### config.mk
export PLATFORM = sky130hd
export DESIGN_NAME = inverted_uart_with_hex_send_flat
export DESIGN_NICKNAME = d
export VERILOG_FILES = /design/src/hw/rtl/ucx_pkg.sv /design/src/hw/rtl/ucx_if.sv /design/src/hw/rtl/inverted_uart_with_hex_send.sv /design/src/hw/rtl/ucx_front.sv /design/src/hw/rtl/ucx_queue.sv /design/src/hw/rtl/ucx_back.sv /design/src/flat_wrapper.sv
export SDC_FILE = /design/constraint.sdc
export NUM_CORES = 1
export LEC_CHECK = 0
export ABC_AREA = 1
export BUFFER_PORTS_ARGS = -buffer_cell sky130_fd_sc_hd__buf_2
export CAP_MARGIN = 20
export CORE_MARGIN = 2
export CORE_UTILIZATION = 55
export DETAILED_ROUTE_END_ITERATION = 16
export GPL_ROUTABILITY_DRIVEN = 0
export PLACE_DENSITY_LB_ADDON = 0.05
export SYNTH_ARGS = -nofsm -noshare
export SYNTH_HDL_FRONTEND = slang
export SYNTH_SLANG_ARGS = --single-unit
### constraint.sdc
create_clock -name clk -period 4.22 [get_ports clk]
set_input_delay 0.844 -clock clk [delete_from_list [all_inputs] [get_ports clk]]
set_output_delay 0.844 -clock clk [all_outputs]
set_load 0.02 [all_outputs]
### src/hw/rtl/ucx_pkg.sv
package ucx_pkg;

  localparam int APB_ADDR_W = 4;
  localparam int APB_DATA_W = 32;

  localparam logic [1:0] REG_BIT_PERIOD = 2'd0;
  localparam logic [1:0] REG_INVERT     = 2'd1;
  localparam logic [1:0] REG_STOP       = 2'd2;

  localparam logic [15:0] BIT_PERIOD_RESET = 16'd53;
  localparam logic        INVERT_RESET     = 1'b1;
  localparam logic [1:0]  STOP_RESET       = 2'd2;

  localparam logic [1:0] FUNC_TICK = 2'd0;
  localparam logic [1:0] FUNC_SEND = 2'd1;
  localparam logic [1:0] FUNC_HEX  = 2'd2;

  localparam logic [1:0] TX_IDLE  = 2'd0;
  localparam logic [1:0] TX_START = 2'd1;
  localparam logic [1:0] TX_DATA  = 2'd2;
  localparam logic [1:0] TX_STOP  = 2'd3;

  localparam logic [1:0] RX_IDLE = 2'd0;
  localparam logic [1:0] RX_DATA = 2'd1;
  localparam logic [1:0] RX_STOP = 2'd2;

  localparam logic [7:0] HEX_DIGIT_BASE = 8'h30;
  localparam logic [7:0] HEX_ALPHA_BASE = 8'h37;
  localparam logic [3:0] BYTE_BITS      = 4'd8;

  typedef struct packed {
    logic [15:0] bit_period_ticks;
    logic        invert_line;
    logic [1:0]  stop_periods;
  } cfg_t;

  typedef struct packed {
    logic       send;
    logic       hex;
    logic [7:0] value;
    logic       rxl;
  } cmd_t;

  typedef struct packed {
    logic       tx_line;
    logic       tx_busy;
    logic       send_refused;
    logic       rx_valid;
    logic [7:0] rx_byte;
    logic       rx_active;
  } result_t;

  function automatic logic [7:0] hex_char(input logic [3:0] nib);
    logic [7:0] n;
    n = {4'd0, nib};
    return (nib > 4'd9) ? (HEX_ALPHA_BASE + n) : (HEX_DIGIT_BASE + n);
  endfunction

endpackage

### src/hw/rtl/ucx_if.sv
interface ucx_item_if;
  logic       valid;
  logic       ready;
  logic [1:0] func;
  logic [7:0] send_value;
  logic       rx_line;

  modport source(output valid, func, send_value, rx_line, input ready);
  modport sink(input valid, func, send_value, rx_line, output ready);
endinterface

interface ucx_result_if;
  logic       valid;
  logic       ready;
  logic       tx_line;
  logic       tx_busy;
  logic       send_refused;
  logic       rx_valid;
  logic [7:0] rx_byte;
  logic       rx_active;

  modport source(output valid, tx_line, tx_busy, send_refused, rx_valid, rx_byte,
                 rx_active, input ready);
  modport sink(input valid, tx_line, tx_busy, send_refused, rx_valid, rx_byte,
               rx_active, output ready);
endinterface

### src/hw/rtl/inverted_uart_with_hex_send.sv
// channel | dir | handshake     | payload
// item    | in  | valid / ready | func, send_value, rx_line
// result  | out | valid / ready | tx_line, tx_busy, send_refused, rx_valid, rx_byte, rx_active
// apb     | in  | psel, penable | paddr, pwdata, prdata (bit period, invert, stop periods)
//
// one tick request per clock sustained while result is taken; an accepted request is
// held in the two-entry queue and then registered in the result register
// rst is synchronous: uart state idle, config back to 53 ticks, inverted, two stops
// a stalled result holds; the queue keeps taking ticks until both entries fill
module inverted_uart_with_hex_send
  import ucx_pkg::*;
#(
  parameter int DATA_BITS = 8
) (
  input  logic                  clk,
  input  logic                  rst,
  input  logic                  psel,
  input  logic                  penable,
  input  logic                  pwrite,
  input  logic [APB_ADDR_W-1:0] paddr,
  input  logic [APB_DATA_W-1:0] pwdata,
  output logic [APB_DATA_W-1:0] prdata,
  output logic                  pready,
  ucx_item_if.sink              item,
  ucx_result_if.source          result
);

  cfg_t       cfg;
  cmd_t       push_cmd;
  cmd_t       head;
  logic       push;
  logic       q_ready;
  logic       q_valid;
  logic       pop;
  logic [1:0] level;
  logic       wr_en;

  assign pready = 1'b1;
  assign wr_en  = psel && penable && pwrite;

  always_ff @(posedge clk) begin
    if (rst) begin
      cfg.bit_period_ticks <= BIT_PERIOD_RESET;
      cfg.invert_line      <= INVERT_RESET;
      cfg.stop_periods     <= STOP_RESET;
    end else if (wr_en) begin
      case (paddr[3:2])
        REG_BIT_PERIOD: cfg.bit_period_ticks <= pwdata[15:0];
        REG_INVERT:     cfg.invert_line      <= pwdata[0];
        REG_STOP:       cfg.stop_periods     <= pwdata[1:0];
        default:        cfg                  <= cfg;
      endcase
    end
  end

  always_comb begin
    case (paddr[3:2])
      REG_BIT_PERIOD: prdata = {16'd0, cfg.bit_period_ticks};
      REG_INVERT:     prdata = {31'd0, cfg.invert_line};
      REG_STOP:       prdata = {30'd0, cfg.stop_periods};
      default:        prdata = '0;
    endcase
  end

  ucx_front u_front (
    .item        (item),
    .invert_line (cfg.invert_line),
    .q_ready     (q_ready),
    .push        (push),
    .cmd         (push_cmd)
  );

  ucx_queue u_queue (
    .clk      (clk),
    .rst      (rst),
    .push     (push),
    .push_cmd (push_cmd),
    .ready    (q_ready),
    .pop      (pop),
    .valid    (q_valid),
    .head     (head),
    .level    (level)
  );

  ucx_back #(
    .DATA_BITS (DATA_BITS)
  ) u_back (
    .clk     (clk),
    .rst     (rst),
    .cfg     (cfg),
    .q_valid (q_valid),
    .cmd     (head),
    .pop     (pop),
    .result  (result)
  );

`ifndef NO_ASSERTIONS
  a_level_bound : assert property (@(posedge clk) disable iff (rst)
    level != 2'd3)
    else $error("queue level out of range");

  a_push_lands : assert property (@(posedge clk) disable iff (rst)
    (item.valid && item.ready && !pop) |=> (level != 2'd0))
    else $error("accepted request missing from queue");

  a_rx_done_idle : assert property (@(posedge clk) disable iff (rst)
    (result.valid && result.rx_valid) |-> !result.rx_active)
    else $error("receiver still active on completed byte");
`endif

endmodule

### src/hw/rtl/ucx_front.sv
module ucx_front
  import ucx_pkg::*;
(
  ucx_item_if.sink item,
  input  logic     invert_line,
  input  logic     q_ready,
  output logic     push,
  output cmd_t     cmd
);

  assign item.ready = q_ready;
  assign push       = item.valid && q_ready;

  always_comb begin
    cmd.send  = (item.func == FUNC_SEND) || (item.func == FUNC_HEX);
    cmd.hex   = (item.func == FUNC_HEX);
    cmd.value = item.send_value;
    cmd.rxl   = item.rx_line ^ invert_line;
  end

endmodule

### src/hw/rtl/ucx_queue.sv
module ucx_queue
  import ucx_pkg::*;
(
  input  logic       clk,
  input  logic       rst,
  input  logic       push,
  input  cmd_t       push_cmd,
  output logic       ready,
  input  logic       pop,
  output logic       valid,
  output cmd_t       head,
  output logic [1:0] level
);

  cmd_t       mem [2];
  logic       wr_ptr;
  logic       rd_ptr;
  logic [1:0] count;

  assign ready = (count != 2'd2);
  assign valid = (count != 2'd0);
  assign head  = mem[rd_ptr];
  assign level = count;

  always_ff @(posedge clk) begin
    if (push) begin
      mem[wr_ptr] <= push_cmd;
    end
  end

  always_ff @(posedge clk) begin
    if (rst) begin
      wr_ptr <= 1'b0;
      rd_ptr <= 1'b0;
      count  <= 2'd0;
    end else begin
      if (push) begin
        wr_ptr <= ~wr_ptr;
      end
      if (pop) begin
        rd_ptr <= ~rd_ptr;
      end
      case ({push, pop})
        2'b10:   count <= count + 2'd1;
        2'b01:   count <= count - 2'd1;
        default: count <= count;
      endcase
    end
  end

endmodule

### src/hw/rtl/ucx_back.sv
module ucx_back
  import ucx_pkg::*;
#(
  parameter int DATA_BITS = 8
) (
  input  logic clk,
  input  logic rst,
  input  cfg_t cfg,
  input  logic q_valid,
  input  cmd_t cmd,
  output logic pop,
  ucx_result_if.source result
);

  localparam logic [3:0] DB = 4'(DATA_BITS);

  logic [7:0]  tx_shift, tx_shift_next;
  logic [1:0]  tx_phase, tx_phase_next;
  logic [3:0]  tx_bits_left, tx_bits_left_next;
  logic [15:0] tx_timer, tx_timer_next;
  logic [7:0]  hex_pending, hex_pending_next;
  logic        hex_pending_valid, hex_pending_valid_next;
  logic [7:0]  rx_shift, rx_shift_next;
  logic [1:0]  rx_phase, rx_phase_next;
  logic [3:0]  rx_bits_left, rx_bits_left_next;
  logic [16:0] rx_timer, rx_timer_next;

  result_t res, res_next;
  logic    res_valid;
  logic    fire;

  logic [15:0] period;
  logic        busy;
  logic        tx_bit;
  logic [3:0]  tx_idx;
  logic [3:0]  rx_idx;

  assign period = (cfg.bit_period_ticks == 16'd0) ? 16'd1 : cfg.bit_period_ticks;
  assign fire   = q_valid && (!res_valid || result.ready);
  assign pop    = fire;

  always_comb begin
    tx_shift_next          = tx_shift;
    tx_phase_next          = tx_phase;
    tx_bits_left_next      = tx_bits_left;
    tx_timer_next          = tx_timer;
    hex_pending_next       = hex_pending;
    hex_pending_valid_next = hex_pending_valid;
    rx_shift_next          = rx_shift;
    rx_phase_next          = rx_phase;
    rx_bits_left_next      = rx_bits_left;
    rx_timer_next          = rx_timer;
    res_next               = '0;

    // send request
    busy = (tx_phase != TX_IDLE) || hex_pending_valid;
    if (cmd.send) begin
      if (busy) begin
        res_next.send_refused = 1'b1;
      end else begin
        tx_shift_next = cmd.hex ? hex_char(cmd.value[7:4]) : cmd.value;
        tx_phase_next = TX_START;
        tx_timer_next = period;
        if (cmd.hex) begin
          hex_pending_next       = hex_char(cmd.value[3:0]);
          hex_pending_valid_next = 1'b1;
        end
      end
    end

    // line level for this tick
    tx_idx = DB - tx_bits_left_next;
    case (tx_phase_next)
      TX_START: tx_bit = 1'b0;
      TX_DATA:  tx_bit = (tx_idx < BYTE_BITS) ? tx_shift_next[tx_idx[2:0]] : 1'b0;
      default:  tx_bit = 1'b1;
    endcase
    res_next.tx_line = tx_bit ^ cfg.invert_line;

    // transmit timing
    if (tx_phase_next != TX_IDLE) begin
      if (tx_timer_next != 16'd0) begin
        tx_timer_next = tx_timer_next - 16'd1;
      end
      if (tx_timer_next == 16'd0) begin
        tx_timer_next = period;
        case (tx_phase_next)
          TX_START: begin
            tx_phase_next     = TX_DATA;
            tx_bits_left_next = DB;
          end
          TX_DATA: begin
            if (tx_bits_left_next != 4'd0) begin
              tx_bits_left_next = tx_bits_left_next - 4'd1;
            end
            if (tx_bits_left_next == 4'd0) begin
              tx_phase_next     = TX_STOP;
              tx_bits_left_next = (cfg.stop_periods == 2'd0) ? 4'd1
                                                              : {2'd0, cfg.stop_periods};
            end
          end
          default: begin
            if (tx_bits_left_next != 4'd0) begin
              tx_bits_left_next = tx_bits_left_next - 4'd1;
            end
            if (tx_bits_left_next == 4'd0) begin
              if (hex_pending_valid_next) begin
                hex_pending_valid_next = 1'b0;
                tx_shift_next          = hex_pending_next;
                tx_phase_next          = TX_START;
              end else begin
                tx_phase_next = TX_IDLE;
                tx_timer_next = 16'd0;
              end
            end
          end
        endcase
      end
    end

    // receiver
    rx_idx = DB - rx_bits_left;
    if (rx_phase == RX_IDLE) begin
      if (!cmd.rxl) begin
        rx_phase_next     = RX_DATA;
        rx_shift_next     = 8'd0;
        rx_bits_left_next = DB;
        rx_timer_next     = {1'b0, period} + {2'b0, period[15:1]};
      end
    end else begin
      if (rx_timer_next != 17'd0) begin
        rx_timer_next = rx_timer_next - 17'd1;
      end
      if (rx_timer_next == 17'd0) begin
        rx_timer_next = {1'b0, period};
        if (rx_phase == RX_DATA) begin
          if (rx_idx < BYTE_BITS) begin
            rx_shift_next[rx_idx[2:0]] = rx_shift[rx_idx[2:0]] | cmd.rxl;
          end
          if (rx_bits_left_next != 4'd0) begin
            rx_bits_left_next = rx_bits_left_next - 4'd1;
          end
          if (rx_bits_left_next == 4'd0) begin
            rx_phase_next = RX_STOP;
          end
        end else begin
          rx_phase_next     = RX_IDLE;
          rx_timer_next     = 17'd0;
          res_next.rx_valid = 1'b1;
        end
      end
    end

    res_next.tx_busy   = (tx_phase_next != TX_IDLE) || hex_pending_valid_next;
    res_next.rx_byte   = rx_shift_next;
    res_next.rx_active = (rx_phase_next != RX_IDLE);
  end

  always_ff @(posedge clk) begin
    if (rst) begin
      tx_shift          <= '0;
      tx_phase          <= TX_IDLE;
      tx_bits_left      <= '0;
      tx_timer          <= '0;
      hex_pending       <= '0;
      hex_pending_valid <= 1'b0;
      rx_shift          <= '0;
      rx_phase          <= RX_IDLE;
      rx_bits_left      <= '0;
      rx_timer          <= '0;
      res_valid         <= 1'b0;
    end else begin
      if (fire) begin
        tx_shift          <= tx_shift_next;
        tx_phase          <= tx_phase_next;
        tx_bits_left      <= tx_bits_left_next;
        tx_timer          <= tx_timer_next;
        hex_pending       <= hex_pending_next;
        hex_pending_valid <= hex_pending_valid_next;
        rx_shift          <= rx_shift_next;
        rx_phase          <= rx_phase_next;
        rx_bits_left      <= rx_bits_left_next;
        rx_timer          <= rx_timer_next;
        res_valid         <= 1'b1;
      end else if (result.ready) begin
        res_valid <= 1'b0;
      end
    end
  end

  always_ff @(posedge clk) begin
    if (fire) begin
      res <= res_next;
    end
  end

  assign result.valid        = res_valid;
  assign result.tx_line      = res.tx_line;
  assign result.tx_busy      = res.tx_busy;
  assign result.send_refused = res.send_refused;
  assign result.rx_valid     = res.rx_valid;
  assign result.rx_byte      = res.rx_byte;
  assign result.rx_active    = res.rx_active;

endmodule
### src/flat_wrapper.sv
// flat-port wrapper written by rule: the top's interface ports become plain ports
module inverted_uart_with_hex_send_flat import ucx_pkg::*;
#(
  parameter int DATA_BITS = 8
)
  (clk, rst, psel, penable, pwrite, paddr, pwdata, prdata, pready, item_valid, item_func, item_send_value, item_rx_line, item_ready, result_valid, result_tx_line, result_tx_busy, result_send_refused, result_rx_valid, result_rx_byte, result_rx_active, result_ready);
  ucx_item_if item_i ();
  ucx_result_if result_i ();
  input  logic clk;
  input  logic rst;
  input  logic psel;
  input  logic penable;
  input  logic pwrite;
  input  logic [APB_ADDR_W-1:0] paddr;
  input  logic [APB_DATA_W-1:0] pwdata;
  output logic [APB_DATA_W-1:0] prdata;
  output logic pready;
  input wire logic [$bits(item_i.valid)-1:0] item_valid;
  input wire logic [$bits(item_i.func)-1:0] item_func;
  input wire logic [$bits(item_i.send_value)-1:0] item_send_value;
  input wire logic [$bits(item_i.rx_line)-1:0] item_rx_line;
  output wire logic [$bits(item_i.ready)-1:0] item_ready;
  output wire logic [$bits(result_i.valid)-1:0] result_valid;
  output wire logic [$bits(result_i.tx_line)-1:0] result_tx_line;
  output wire logic [$bits(result_i.tx_busy)-1:0] result_tx_busy;
  output wire logic [$bits(result_i.send_refused)-1:0] result_send_refused;
  output wire logic [$bits(result_i.rx_valid)-1:0] result_rx_valid;
  output wire logic [$bits(result_i.rx_byte)-1:0] result_rx_byte;
  output wire logic [$bits(result_i.rx_active)-1:0] result_rx_active;
  input wire logic [$bits(result_i.ready)-1:0] result_ready;
  assign item_i.valid = item_valid;
  assign item_i.func = item_func;
  assign item_i.send_value = item_send_value;
  assign item_i.rx_line = item_rx_line;
  assign item_ready = item_i.ready;
  assign result_valid = result_i.valid;
  assign result_tx_line = result_i.tx_line;
  assign result_tx_busy = result_i.tx_busy;
  assign result_send_refused = result_i.send_refused;
  assign result_rx_valid = result_i.rx_valid;
  assign result_rx_byte = result_i.rx_byte;
  assign result_rx_active = result_i.rx_active;
  assign result_i.ready = result_ready;
  inverted_uart_with_hex_send #(.DATA_BITS(DATA_BITS)) u_core (.clk(clk), .rst(rst), .psel(psel), .penable(penable), .pwrite(pwrite), .paddr(paddr), .pwdata(pwdata), .prdata(prdata), .pready(pready), .item(item_i), .result(result_i));
endmodule
==> qor.txt <==
Outcome -> complete, no violations
ANT nets after route -> 0
Yosys warns -> 0
Hold_buf cts -> 0
Pre-CTS setup slack -> 0.336 ns
H-tree depth -> 4
Seq/Total Area, Yosys -> 31.1%
RSZ-0062 raised after global routing -> no
Share of layout cells above drive strength 1 -> 11.1%
CP endpoint kind -> flip-flop
Max-slew violations -> 0
Clk_lat worst skew -> 0.43 ns
Vias per cell -> 5.37
Path depth of the worst reg2reg path -> 24
Number of global-route vias before repair -> 8283
Worst Hold Depth -> 2
Row cnt -> 48
WP data arrival -> 4.18 ns
Max Fclk -> 259 MHz
Die Y -> 135 um
Clock root buffer -> clkbuf_16
Global-route wire length before repair -> 40800 um
Routed wire per std cell -> 14.5 um
Starting density of the core -> 55.5%
Synth-to-layout area growth -> 10.6%
Hold WS -> 0.444 ns
Bufs on Longest Clock Path -> 2
Vias -> 9422
Nets -> 1605
CTS clock-pin slew for the worst setup and hold paths -> 0.06 ns
Pre-Repair DR Iteration Count -> 6
R2R setup slack -> 0.37 ns
Most common cell after layout, fill and taps aside -> nand2_1
Core area -> 17100 um2
Synthesized instance count -> 1472
Hold violation count in the final report -> 0
Async S/R FF share, synth -> 0%
Placed wire-length estimate -> 18200 um
Gr usage total -> 27.7%
CTS tree -> built
Ports -> 102
Critical Path Max Stage Delay -> 0.48 ns
Setup_tns -> 0 ns
Largest net degree at the start of global routing -> 64
Setup CP Type -> reg -> reg
Crit share post-route -> 91.3%
Main flop type after synthesis -> dfxtp_1
Slew margin rel. -> 31.1%
Initial drt markers -> 808
Total Wirelength -> 25400 um
Crit Path Max Fanout -> 46
Slowest-stage cell, CP -> nor2_8
Most frequent cells in the layout -> nand2_1 (383), inv_1 (166), nor2_1 (139)
Setup Viol. Count Final -> 0
Leakage Power -> 0.00501 uW
Netlist cell types -> 49
TritonCTS Buffers -> 17
Post-route DRC violation count -> 0
Final total power -> 8840 uW
Worst-path cell chain -> nor2_2 -> nand2_4 -> nor2_8 -> nand2_1 -> nand2_1 -> inv_1 -> ha_1 -> nand3_1 -> inv_1 -> nand2_1 -> nor2_2 -> nand2_4 -> nand2_1 -> nand2_1 -> nand2_1 -> nor2_1 -> nand3_1 -> nor2_4 -> buf_6 -> nand3_4 -> nand2_1 -> nand2_1 -> o21ai_1 -> inv_1
Post-CTS Setup Bufs -> 0
Gr ovfl total -> 0
FILL cells -> 1680
Post-synth EDFFs -> 35
Slew at the pin with the worst max-slew slack -> 1.03 ns
Peak supply drop -> 552 uV
CTS sink count -> 130
Most used cell, CP -> nand2_1
Count of state elements after synthesis -> 130
Required time worst endpoint -> 4.55 ns
Mapped cell area -> 9500 um2
MaxCap Viol Count -> 0
Chip Width -> 135 um
Startpoint type of the worst setup path -> flip-flop
Slack of the critical path -> 0.366 ns
Hold Crit Class -> reg -> reg
Minimum clock period -> 3.85 ns
Syn Area/Cell -> 6.46 um2
Power density over the cells -> 842 nW/um2
Antenna violations before repair -> 1
Port Buffers -> 66
Die outline area -> 18300 um2
Clock skew -> 0.00924 ns
-- flip-flops by register name, indices dropped and copies added, names as in the netlist, 8 cells and up, named ones only --
register / count
u_core.cfg: 19
u_core.u_back.hex_pending: 8
u_core.u_back.result.rx_byte: 8
u_core.u_back.rx_shift: 8
u_core.u_back.rx_timer: 17
u_core.u_back.tx_shift: 8
u_core.u_back.tx_timer: 16
u_core.u_queue.mem: 22
-- report_power, final --
part           switching [uW]  internal, uW
registers                 242          1690
logic                    3710          1660
clock network             607           937
total                    4550          4290
-- repair_timing --
item | 4_1_cts | 5_1_grt
endpoints found under the setup margin | 0 | 6
hold endpoints to repair | 0 | 0
gates resized for setup | 0 | 1
-- kinds of logic after synthesis --
logic type	Yosys count	share of synthesized area [%]
AOI/OAI and AO/OA	309	17.2
xor gates and xnor gates	24	2.21
adders and majority gates	36	4.82
buffers and inverters	250	11.2
DFF	130	31.1
other	2	0.0790
and+or+nand+nor	721	33.4
-- stage by stage --
stage          cells  area [um2]  util, %
6_report        1754       10500     61.4
3_5_place_dp    1720        9880     57.7
3_3_place_gp    1720        9880     57.7
4_1_cts         1752       10500     61.3
2_1_floorplan   1487        9560        -
5_1_grt         1754       10500     61.4
-- path summary, 6_finish.rpt --
path	from	end
worst max register to register	u_core.u_back.tx_phase[0]	u_core.u_back.tx_shift[3]
worst max-delay path	u_core.u_back.tx_phase[0]	u_core.u_back.tx_shift[3]
worst min-delay path	u_core.u_back.hex_pending[7]	u_core.u_back.hex_pending[7]
worst min register to register	u_core.u_back.hex_pending[7]	u_core.u_back.hex_pending[7]
-- layout make-up --
type | instances | area [um2] | area share [%]
Timing Repair Buffer | 78 | 424 | 4.04
Clock inverter | 14 | 183 | 1.74
Inverter | 181 | 679 | 6.47
Clock buffer | 18 | 429 | 4.08
Antenna cell | 1 | 2.50 | 0.0238
Sequential cell | 130 | 2950 | 28.1
Multi-Input combinational cell | 1107 | 5560 | 52.9
Tap cell | 225 | 282 | 2.68
-- per-layer routing --
layer | wire [um] | up-vias | track usage (%)
met4 | 307 | 0 | 6.54
met2 | 11900 | 222 | 44.8
met1 | 12200 | 4303 | 39.1
li1 | - | 4869 | -
met5 | 0 | - | 0
met3 | 1080 | 28 | 4.26
-- synthesized netlist by cell type (20+ instances only) --
library cell / number / area [um2]
clkbuf_1: 37 / 139
nand4_1: 22 / 138
dfxtp_1: 95 / 1900
ha_1: 35 / 438
nand2_1: 383 / 1440
nand3_1: 99 / 495
inv_1: 166 / 623
nor3_1: 20 / 100
edfxtp_1: 35 / 1050
a21oi_1: 130 / 651
o21ai_0: 129 / 646
nor2_1: 140 / 526
-- critical path, delay by kind of cell (launching register included) --
| family | cells | cell delay (ns) |
|---|---|---|
| AND/OR/NAND/NOR | 18 | 2.52 |
| buffers and inverters | 4 | 0.46 |
| flip-flops | 1 | 0.36 |
| adder cells (fa/ha/maj) | 1 | 0.24 |
| AO/OA/AOI/OAI | 1 | 0.13 |
Note: power is estimated with default switching activity, not from simulation.
